## config.mk

```make
export PLATFORM = sky130hd
export DESIGN_NAME = signed_int_to_decimal_ascii_core
export DESIGN_NICKNAME = d
export VERILOG_FILES = /design/src/rtl/core/sitda_pkg.sv /design/src/rtl/core/signed_int_to_decimal_ascii_core.sv
export VERILOG_INCLUDE_DIRS = /design/src /design/src/rtl/core
export SDC_FILE = /design/constraint.sdc
export NUM_CORES = 1
export LEC_CHECK = 0
export BUFFER_PORTS_ARGS = -buffer_cell sky130_fd_sc_hd__buf_2
export CORE_UTILIZATION = 36
export CTS_CLUSTER_SIZE = 30
export DETAILED_ROUTE_END_ITERATION = 7
export SLEW_MARGIN = 10
export SYNTH_ARGS = -nofsm -noshare
export SYNTH_HDL_FRONTEND = slang
export SYNTH_SLANG_ARGS = --single-unit
```

## constraint.sdc

```tcl
create_clock -name clk -period 12.62 [get_ports clk]
set_clock_uncertainty 0.15 [all_clocks]
set_input_delay 2.524 -clock clk [delete_from_list [all_inputs] [get_ports clk]]
set_output_delay 2.524 -clock clk [all_outputs]
set_load 0.005 [all_outputs]
```

## src/rtl/core/assert_macros.svh

```systemverilog
// Assertion macros for the RTL in this folder.
// No dependencies; each macro expects clk and rst_n in scope.
`ifndef ASSERT_MACROS_SVH
`define ASSERT_MACROS_SVH

// Same-cycle implication, disabled during reset
`define ASSERT_IMP(lbl, ante, cons, msg) \
  lbl: assert property (@(posedge clk) disable iff (!rst_n) (ante) |-> (cons)) \
    else $error(msg);

// Next-cycle implication, disabled during reset
`define ASSERT_NXT(lbl, ante, cons, msg) \
  lbl: assert property (@(posedge clk) disable iff (!rst_n) (ante) |=> (cons)) \
    else $error(msg);

`endif

```

## src/rtl/core/sitda_pkg.sv

```systemverilog
// Package for the signed integer to decimal text core.
// Holds the character type and the ASCII codes; no dependencies.
package sitda_pkg;

  typedef logic [6:0] char_t;

  localparam char_t CH_ZERO  = 7'h30;
  localparam char_t CH_MINUS = 7'h2D;
  localparam char_t CH_BLANK = 7'h20;

  // BCD digits at or above this value get the double-dabble correction
  localparam logic [3:0] BCD_ADJ_MIN = 4'd5;
  localparam logic [3:0] BCD_ADJ_ADD = 4'd3;

endpackage

```

## src/rtl/core/signed_int_to_decimal_ascii_core.sv

```systemverilog
// Signed integer to decimal ASCII text, one character per output transfer.
// Input channel in_valid/in_ready carries in_value, a signed two's complement
// word of VALUE_BITS bits. Output channel out_valid/out_ready carries
// out_character (blank, '-', or a digit) and out_last on the final character.
// cfg_wr_en/cfg_wr_data set the minimum field width; blanks pad on the left,
// values above MAX_FIELD act as MAX_FIELD, zero means no padding.
// One value at a time: in_ready is high only while the core is idle.
// Conversion shifts the magnitude into a BCD register one bit per cycle,
// then drops leading zero digits one per cycle and sizes the padding, emits
// the blanks, turns to the sign or the digits, then emits the sign and the
// digits, and returns to idle with in_ready high.
// When the receiver stalls the output register holds its character and the
// emitter waits. Synchronous reset clears the sequencer, the output valid
// and the field width (to 0).
// Depends on sitda_pkg and assert_macros.svh.
`include "assert_macros.svh"

module signed_int_to_decimal_ascii_core
  import sitda_pkg::*;
#(
  parameter int VALUE_BITS = 32,
  parameter int MAX_FIELD  = 16
) (
  input  logic                  clk,
  input  logic                  rst_n,
  input  logic                  in_valid,
  output logic                  in_ready,
  input  logic [VALUE_BITS-1:0] in_value,
  output logic                  out_valid,
  input  logic                  out_ready,
  output logic [6:0]            out_character,
  output logic                  out_last,
  input  logic                  cfg_wr_en,
  input  logic [4:0]            cfg_wr_data
);

  // Enough decimal digits for a magnitude of 2^(VALUE_BITS-1)
  localparam int ND   = (VALUE_BITS * 3) / 10 + 1;
  localparam int NDW  = $clog2(ND + 1);
  localparam int BCW  = $clog2(VALUE_BITS);
  localparam int CW   = $clog2(MAX_FIELD + ND + 34);
  localparam int BCDW = ND * 4;

  localparam logic [2:0] S_IDLE   = 3'd0;
  localparam logic [2:0] S_CONV   = 3'd1;
  localparam logic [2:0] S_STRIP  = 3'd2;
  localparam logic [2:0] S_PAD    = 3'd3;
  localparam logic [2:0] S_SIGN   = 3'd4;
  localparam logic [2:0] S_DIGITS = 3'd5;

  logic [2:0]            state_r, state_nxt;
  logic [VALUE_BITS-1:0] mag_r, mag_nxt;
  logic [BCDW-1:0]       bcd_r, bcd_nxt;
  logic [BCW-1:0]        bit_cnt_r, bit_cnt_nxt;
  logic [NDW-1:0]        ndig_r, ndig_nxt;
  logic [CW-1:0]         pad_r, pad_nxt;
  logic                  neg_r, neg_nxt;
  logic [4:0]            field_width_r;
  logic                  out_valid_r, out_valid_nxt;
  char_t                 out_char_r, out_char_nxt;
  logic                  out_last_r, out_last_nxt;

  logic                  can_load;
  logic [BCDW-1:0]       bcd_adj;
  logic [3:0]            top_digit;
  logic [VALUE_BITS-1:0] in_mag;
  logic [CW-1:0]         eff_width, text_len, fw_ext, max_ext;

  assign in_ready      = (state_r == S_IDLE);
  assign out_valid     = out_valid_r;
  assign out_character = out_char_r;
  assign out_last      = out_last_r;
  assign can_load      = !out_valid_r || out_ready;
  assign top_digit     = bcd_r[BCDW-1 -: 4];

  // Magnitude of the input; the most negative value wraps to 2^(N-1) exactly
  assign in_mag = in_value[VALUE_BITS-1]
                ? (~in_value + {{(VALUE_BITS-1){1'b0}}, 1'b1}) : in_value;

  // Double-dabble correction on each digit before the shift
  always_comb begin
    for (int i = 0; i < ND; i++) begin
      bcd_adj[i*4 +: 4] = (bcd_r[i*4 +: 4] >= BCD_ADJ_MIN)
                        ? bcd_r[i*4 +: 4] + BCD_ADJ_ADD : bcd_r[i*4 +: 4];
    end
  end

  // Padding length from the clamped width and the text length
  assign fw_ext    = CW'(field_width_r);
  assign max_ext   = CW'(MAX_FIELD);
  assign eff_width = (fw_ext > max_ext) ? max_ext : fw_ext;
  assign text_len  = CW'(ndig_r) + CW'(neg_r);

  // Sequencer
  always_comb begin
    state_nxt     = state_r;
    mag_nxt       = mag_r;
    bcd_nxt       = bcd_r;
    bit_cnt_nxt   = bit_cnt_r;
    ndig_nxt      = ndig_r;
    pad_nxt       = pad_r;
    neg_nxt       = neg_r;
    out_char_nxt  = out_char_r;
    out_last_nxt  = out_last_r;
    out_valid_nxt = out_valid_r && !out_ready;
    unique case (state_r)
      S_IDLE: begin
        if (in_valid) begin
          mag_nxt     = in_mag;
          neg_nxt     = in_value[VALUE_BITS-1];
          bcd_nxt     = '0;
          bit_cnt_nxt = '0;
          ndig_nxt    = NDW'(ND);
          state_nxt   = S_CONV;
        end
      end
      S_CONV: begin
        bcd_nxt     = {bcd_adj[BCDW-2:0], mag_r[VALUE_BITS-1]};
        mag_nxt     = {mag_r[VALUE_BITS-2:0], 1'b0};
        bit_cnt_nxt = bit_cnt_r + BCW'(1);
        if (bit_cnt_r == BCW'(VALUE_BITS - 1)) begin
          state_nxt = S_STRIP;
        end
      end
      S_STRIP: begin
        // Drop one leading zero digit per cycle, keep at least one digit
        if (top_digit == 4'd0 && ndig_r > NDW'(1)) begin
          bcd_nxt  = {bcd_r[BCDW-5:0], 4'd0};
          ndig_nxt = ndig_r - NDW'(1);
        end else begin
          pad_nxt   = (eff_width > text_len) ? eff_width - text_len : '0;
          state_nxt = S_PAD;
        end
      end
      S_PAD: begin
        if (pad_r == '0) begin
          state_nxt = neg_r ? S_SIGN : S_DIGITS;
        end else if (can_load) begin
          out_valid_nxt = 1'b1;
          out_char_nxt  = CH_BLANK;
          out_last_nxt  = 1'b0;
          pad_nxt       = pad_r - CW'(1);
        end
      end
      S_SIGN: begin
        if (can_load) begin
          out_valid_nxt = 1'b1;
          out_char_nxt  = CH_MINUS;
          out_last_nxt  = 1'b0;
          state_nxt     = S_DIGITS;
        end
      end
      S_DIGITS: begin
        if (can_load) begin
          out_valid_nxt = 1'b1;
          out_char_nxt  = CH_ZERO | {3'b000, top_digit};
          out_last_nxt  = (ndig_r == NDW'(1));
          bcd_nxt       = {bcd_r[BCDW-5:0], 4'd0};
          ndig_nxt      = ndig_r - NDW'(1);
          if (ndig_r == NDW'(1)) begin
            state_nxt = S_IDLE;
          end
        end
      end
      default: begin
        state_nxt = S_IDLE;
      end
    endcase
  end

  // Control registers
  always_ff @(posedge clk) begin
    if (!rst_n) begin
      state_r       <= S_IDLE;
      out_valid_r   <= 1'b0;
      field_width_r <= 5'd0;
    end else begin
      state_r     <= state_nxt;
      out_valid_r <= out_valid_nxt;
      if (cfg_wr_en) begin
        field_width_r <= cfg_wr_data;
      end
    end
  end

  // Datapath registers
  always_ff @(posedge clk) begin
    mag_r      <= mag_nxt;
    bcd_r      <= bcd_nxt;
    bit_cnt_r  <= bit_cnt_nxt;
    ndig_r     <= ndig_nxt;
    pad_r      <= pad_nxt;
    neg_r      <= neg_nxt;
    out_char_r <= out_char_nxt;
    out_last_r <= out_last_nxt;
  end

  // Checks
  `ASSERT_NXT(a_no_out_while_conv,
              (state_r == S_CONV || state_r == S_STRIP) && !out_valid_r,
              !out_valid_r, "character emitted during conversion")
  `ASSERT_IMP(a_digits_left, state_r == S_DIGITS, ndig_r != '0,
              "digit state with no digits left")
  `ASSERT_NXT(a_last_ends_item,
              state_r == S_DIGITS && can_load && ndig_r == NDW'(1),
              state_r == S_IDLE && out_valid_r && out_last_r,
              "final digit did not end the item")

endmodule

```

==> results of run 1 <==
[registers in the layout (all words and copies together), names as in the netlist]
name	cells
mag_r	32
ndig_r	4
bit_cnt_r	5
out_last	1
field_width_r	5
state_r	3
pad_r	6
out_character	5
neg_r	1
bcd_r	40
out_valid	1
[logic make-up after synthesis]
kind of cell,Yosys count,synth area share
AOI/OAI and AO/OA,169,0.166
xor gates and xnor gates,58,0.0802
adders and majority gates,35,0.0703
buffers and inverters,69,0.0433
DFF,103,0.474
muxes,7,0.0111
other,2,0.00119
and+or+nand+nor,198,0.153
[path summary, 6_finish.rpt]
path              slack, ns                           from                            end  cells after the start
setup / recovery       8.00                   in_value[10]            mag_r[22]$_DFFE_PP_                      6
hold / removal         0.34  field_width_r[1]$_SDFFE_PN0P_  field_width_r[1]$_SDFFE_PN0P_                      2
setup reg to reg       9.58        state_r[0]$_SDFFE_PN0P_            mag_r[25]$_DFFE_PP_                      2
hold reg to reg        0.34  field_width_r[1]$_SDFFE_PN0P_  field_width_r[1]$_SDFFE_PN0P_                      2
[area by class of cell]
| cell class | count | share of cell area |
|---|---|---|
| Clock inverter | 6 | 0.00977 |
| Inverter | 35 | 0.0187 |
| Timing Repair Buffer | 51 | 0.0370 |
| Sequential cell | 103 | 0.426 |
| Multi-Input combinational cell | 469 | 0.436 |
| Tap cell | 225 | 0.0400 |
| Clock buffer | 10 | 0.0325 |
[synthesized netlist by cell type, types with 8 or more instances]
library cell   n
nor3_1        13
xor2_1        40
nor2b_1        8
o31ai_1       19
a21oi_1       39
inv_1         35
edfxtp_1      94
nand3_1        8
a22o_1         9
nand2_1       74
nor3b_1       10
clkbuf_1      28
dfxtp_1        9
o21ai_0       66
nor2_1        36
nand2b_1      16
ha_1          34
xnor2_1       18
[routing by layer]
layer / vias to the layer above / part of all wire / GRT usage
li1: 2346 / - / -
met1: 2209 / 0.46 / 0.172
met2: 77 / 0.50 / 0.247
met3: 10 / 0.033 / 0.0390
met4: 0 / 0.0097 / 0.0487
met5: - / 0 / 0
[power groups by stage]
stage	Clock [mW]	Combinational (mW)	Sequential, mW
detailed placement	0	0.395	0.616
global placement	0	0.377	0.612
finish	0.282	0.390	0.609
global route	0.304	0.454	0.627
floorplan	0	0.314	0.591
CTS	0.293	0.397	0.609
[worst max-delay path, cell delays in order]
cell     delay (ns)
buf_2          0.11
nor3_1         0.41
nand4_1        0.63
o41ai_1        0.60
xor2_1         0.19
a21oi_1        0.08
==> flow_metrics.env, run 1 <==
export IMPL_avgRoutedWirePerCell_um=13.6
export IMPL_grt_max_degree=61
export IMPL_clock_root_buffer="clkbuf_16"
export IMPL_yosys_warnings=0
export IMPL_setup_violations=0
export IMPL_syn_inst=641
export IMPL_p_leak_nw=2.62
export IMPL_synth_seq_cells=103
export IMPL_numCtsBuffers=9
export IMPL_timing_hold_ws_ns=0.344
export IMPL_post_route_period_util=0.366
export IMPL_synth_edf_count=94
export IMPL_ys_types=48
export IMPL_internal_power_mw=0.839
export IMPL_hpwl_um=8540
export IMPL_antenna_found_initial=0
export IMPL_portBuffers=49
export IMPL_finalSetupTns_ns=0
export IMPL_cts_num_sinks=103
export IMPL_p_per_area_nw_per_um2=182
export IMPL_pre_cts_ws_ns=7.62
export IMPL_first_iter_violations=259
export IMPL_clockBufferDepth=2
export IMPL_multi_input_area_um2=3070
export IMPL_drc=0
export IMPL_routed_wl_um=12200
export IMPL_place_gp_congestion=0.820
export IMPL_grt_first_pass_wirelength_um=20900
export IMPL_layout_setup_ws_ns=8.00
export IMPL_io_pins=52
export IMPL_swShare=0.346
export IMPL_nFillCells=1671
export IMPL_arrival_ns=4.55
export IMPL_die_width_um=135
export IMPL_power_mw=1.28
export IMPL_cp_max_fo=14
export IMPL_syn_area_per_cell_um2=9.88
export IMPL_required_ns=12.55
export IMPL_nets=746
export IMPL_area_growth_pct=11.2
export IMPL_p_switching_mw=0.443
export IMPL_synth_async_sr_flop_share=0
export IMPL_synth_net_count=718
export IMPL_row_count=48
export IMPL_drv_slew=0
export IMPL_design_core_area_um2=17200
export IMPL_fp_dieH_um=135
export IMPL_grt_setup_unrepaired="false"
export IMPL_fmax_ghz=0.216
export IMPL_synth_area_leaders="edfxtp_1, ha_1, xor2_1"
export IMPL_dp_cells=883
export IMPL_htreeDepth=3
export IMPL_syn_area_um2=6330
export IMPL_drive_above_1_share=0.120
export IMPL_outcome="finished, final reports clean"
export IMPL_floorplan_initialDensity=0.367
export IMPL_mostFrequentLayoutCell="edfxtp_1"
export IMPL_hold_buffers=0
export IMPL_routed_via_density=5.16
export IMPL_clkLatencyLatePin_ns=0.35
export IMPL_drt_first_pass_iters=4
export IMPL_start_kind="input pin"
export IMPL_clock_power_share=0.220
export IMPL_drv_cap=0
export IMPL_hold_class="reg -> reg"
export IMPL_gr_total_overflow=0
export IMPL_antenna_cells=0
export IMPL_seq_area_um2=3000
export IMPL_combPwrFrac=0.305
export IMPL_dieArea_um2=18100
export IMPL_ys_seq_area_frac=0.474
export IMPL_placed_area_um2=6740
export IMPL_synth_main_ff_cell="edfxtp_1"
export IMPL_instances_no_fill=899
export IMPL_slew_headroom=0.305
export IMPL_synth_top_cell_area_share=0.446
export IMPL_vdd_ir_drop_max_mv=0.0834
export IMPL_vias=4642
export IMPL_tritoncts="built"
export IMPL_ctsResizeCount=0
export IMPL_ant_nets=0
export IMPL_clkSlewWorstSetupHoldPaths_ns=0.07
export IMPL_critical_path_class="in -> reg"
export IMPL_worst_pin_slew_ns=1.04
export IMPL_critPathCaptureType="flop"
export IMPL_grt_pass1_vias=4694
export IMPL_final_cell_mix="edfxtp_1, nand2_1, o21ai_0, buf_2, xor2_1"
export IMPL_share_seq_of_total_power=0.475
export IMPL_finalHoldViolCount=0
export IMPL_yosysTopAreaCell="edfxtp_1"
export IMPL_final_design_area_no_fill_um2=7040
export IMPL_post_cts_buffers=0
export IMPL_utilization=0.409
export IMPL_grt_total_usage=0.143
export IMPL_finalCriticalPeriod_ns=4.62
Note: power is estimated with default switching activity, not from simulation.
==> run 2, diff against run 1 <==
- clock period: 12.62 -> 3.8 ns (I/O delays scaled with it)
==> flow_metrics.env, run 2 (synthesis results as in run 1) <==
export IMPL_worst_pin_slew_ns=0.900
export IMPL_place_gp_congestion=0.785
export IMPL_utilization=0.414
export IMPL_cp_max_fo=5
export IMPL_hold_buffers=0
export IMPL_outcome="finished, final reports clean"
export IMPL_largest_reg_flops=40
export IMPL_timing_hold_ws_ns=0.360
export IMPL_pre_cts_ws_ns=0.790
export IMPL_critical_path_class="reg -> reg"
export IMPL_p_per_area_nw_per_um2=627
export IMPL_start_kind="flop"
export IMPL_portBuffers=49
export IMPL_finalHoldViolCount=0
export IMPL_top_register="bcd_r"
export IMPL_drt_first_pass_iters=4
export IMPL_row_count=48
export IMPL_min_path_cells=2
export IMPL_dp_cells=886
export IMPL_clkLatencyLatePin_ns=0.36
export IMPL_die_width_um=135
export IMPL_multi_input_area_um2=3070
export IMPL_grt_max_degree=60
export IMPL_ant_nets=0
export IMPL_arrival_ns=2.82
export IMPL_clkSlewWorstSetupHoldPaths_ns=0.07
export IMPL_fp_dieH_um=135
export IMPL_ctsResizeCount=0
export IMPL_numCtsBuffers=9
export IMPL_setup_violations=0
export IMPL_vdd_ir_drop_max_mv=0.279
export IMPL_finalCriticalPeriod_ns=2.89
export IMPL_grt_pass1_vias=4635
export IMPL_finalSetupTns_ns=0
export IMPL_fmax_ghz=0.346
export IMPL_mostFrequentLayoutCell="edfxtp_1"
export IMPL_p_leak_nw=2.66
export IMPL_antenna_found_initial=0
export IMPL_drv_cap=0
export IMPL_required_ns=3.73
export IMPL_htreeDepth=3
export IMPL_hpwl_um=8650
export IMPL_design_core_area_um2=17200
export IMPL_final_cell_mix="edfxtp_1, nand2_1, o21ai_0, buf_2, xor2_1"
export IMPL_drv_slew=0
export IMPL_instances_no_fill=902
export IMPL_antenna_cells=0
export IMPL_vias=4666
export IMPL_gr_total_overflow=0
export IMPL_tritoncts="built"
export IMPL_clock_root_buffer="clkbuf_16"
export IMPL_hold_class="reg -> reg"
export IMPL_power_mw=4.47
export IMPL_drc=0
export IMPL_routed_via_density=5.17
export IMPL_cts_num_sinks=103
export IMPL_seq_area_um2=3000
export IMPL_io_pins=52
export IMPL_grt_setup_unrepaired="false"
export IMPL_clockBufferDepth=2
export IMPL_area_growth_pct=12.6
export IMPL_reg_top3="bcd_r x40, mag_r x32, pad_r x6"
export IMPL_placed_area_um2=6770
export IMPL_grt_first_pass_wirelength_um=20900
export IMPL_nets=749
export IMPL_dieArea_um2=18100
export IMPL_post_route_period_util=0.760
export IMPL_first_iter_violations=242
export IMPL_slew_headroom=0.400
export IMPL_layout_setup_ws_ns=0.911
export IMPL_floorplan_initialDensity=0.367
export IMPL_post_cts_buffers=0
export IMPL_avgRoutedWirePerCell_um=13.7
export IMPL_critPathCaptureType="flop"
export IMPL_grt_total_usage=0.144
export IMPL_final_design_area_no_fill_um2=7130
export IMPL_reg2reg_depth=9
export IMPL_drive_above_1_share=0.123
export IMPL_routed_wl_um=12300
export IMPL_nFillCells=1631
-- run 2: path summary, 6_finish.rpt --
path	from	end	slack [ns]
max	ndig_r[0]$_SDFFCE_PP0P_	pad_r[2]$_DFFE_PP_	0.91
min reg2reg	field_width_r[3]$_SDFFE_PN0P_	field_width_r[3]$_SDFFE_PN0P_	0.36
max reg2reg	ndig_r[0]$_SDFFCE_PP0P_	pad_r[2]$_DFFE_PP_	0.91
min	field_width_r[3]$_SDFFE_PN0P_	field_width_r[3]$_SDFFE_PN0P_	0.36
-- run 2: where the power goes --
group	total [mW]	leakage, nW	switching (mW)	internal [mW]
Combinational	1.32	1.47	0.800	0.517
Clock	1.13	0.174	0.414	0.714
Sequential	2.02	1.02	0.261	1.76
-- run 2: layer usage --
layer  vias up  global-route usage  share of wire
met3        12              0.0364          0.034
met2        68               0.248           0.49
met5         -                   0              0
met4         0              0.0443          0.012
met1      2237               0.177           0.46
li1       2349                   -              -
-- run 2: layout make-up --
class / count / area share
clock inverters: 5 / 0.0181
clock buffers: 11 / 0.0326
repair buffers: 54 / 0.0397
well taps: 225 / 0.0395
multi-input cells: 469 / 0.430
inverters: 35 / 0.0184
flip-flops and latches: 103 / 0.421
-- run 2: critical path: stages, from the launching register on --
cell and delay, ns:
edfxtp_1 0.46, ha_1 0.25, ha_1 0.27, inv_1 0.06, fa_1 0.44, a21o_1 0.20
a21oi_1 0.21, nor2b_1 0.09, o211ai_1 0.34, o22ai_1 0.15
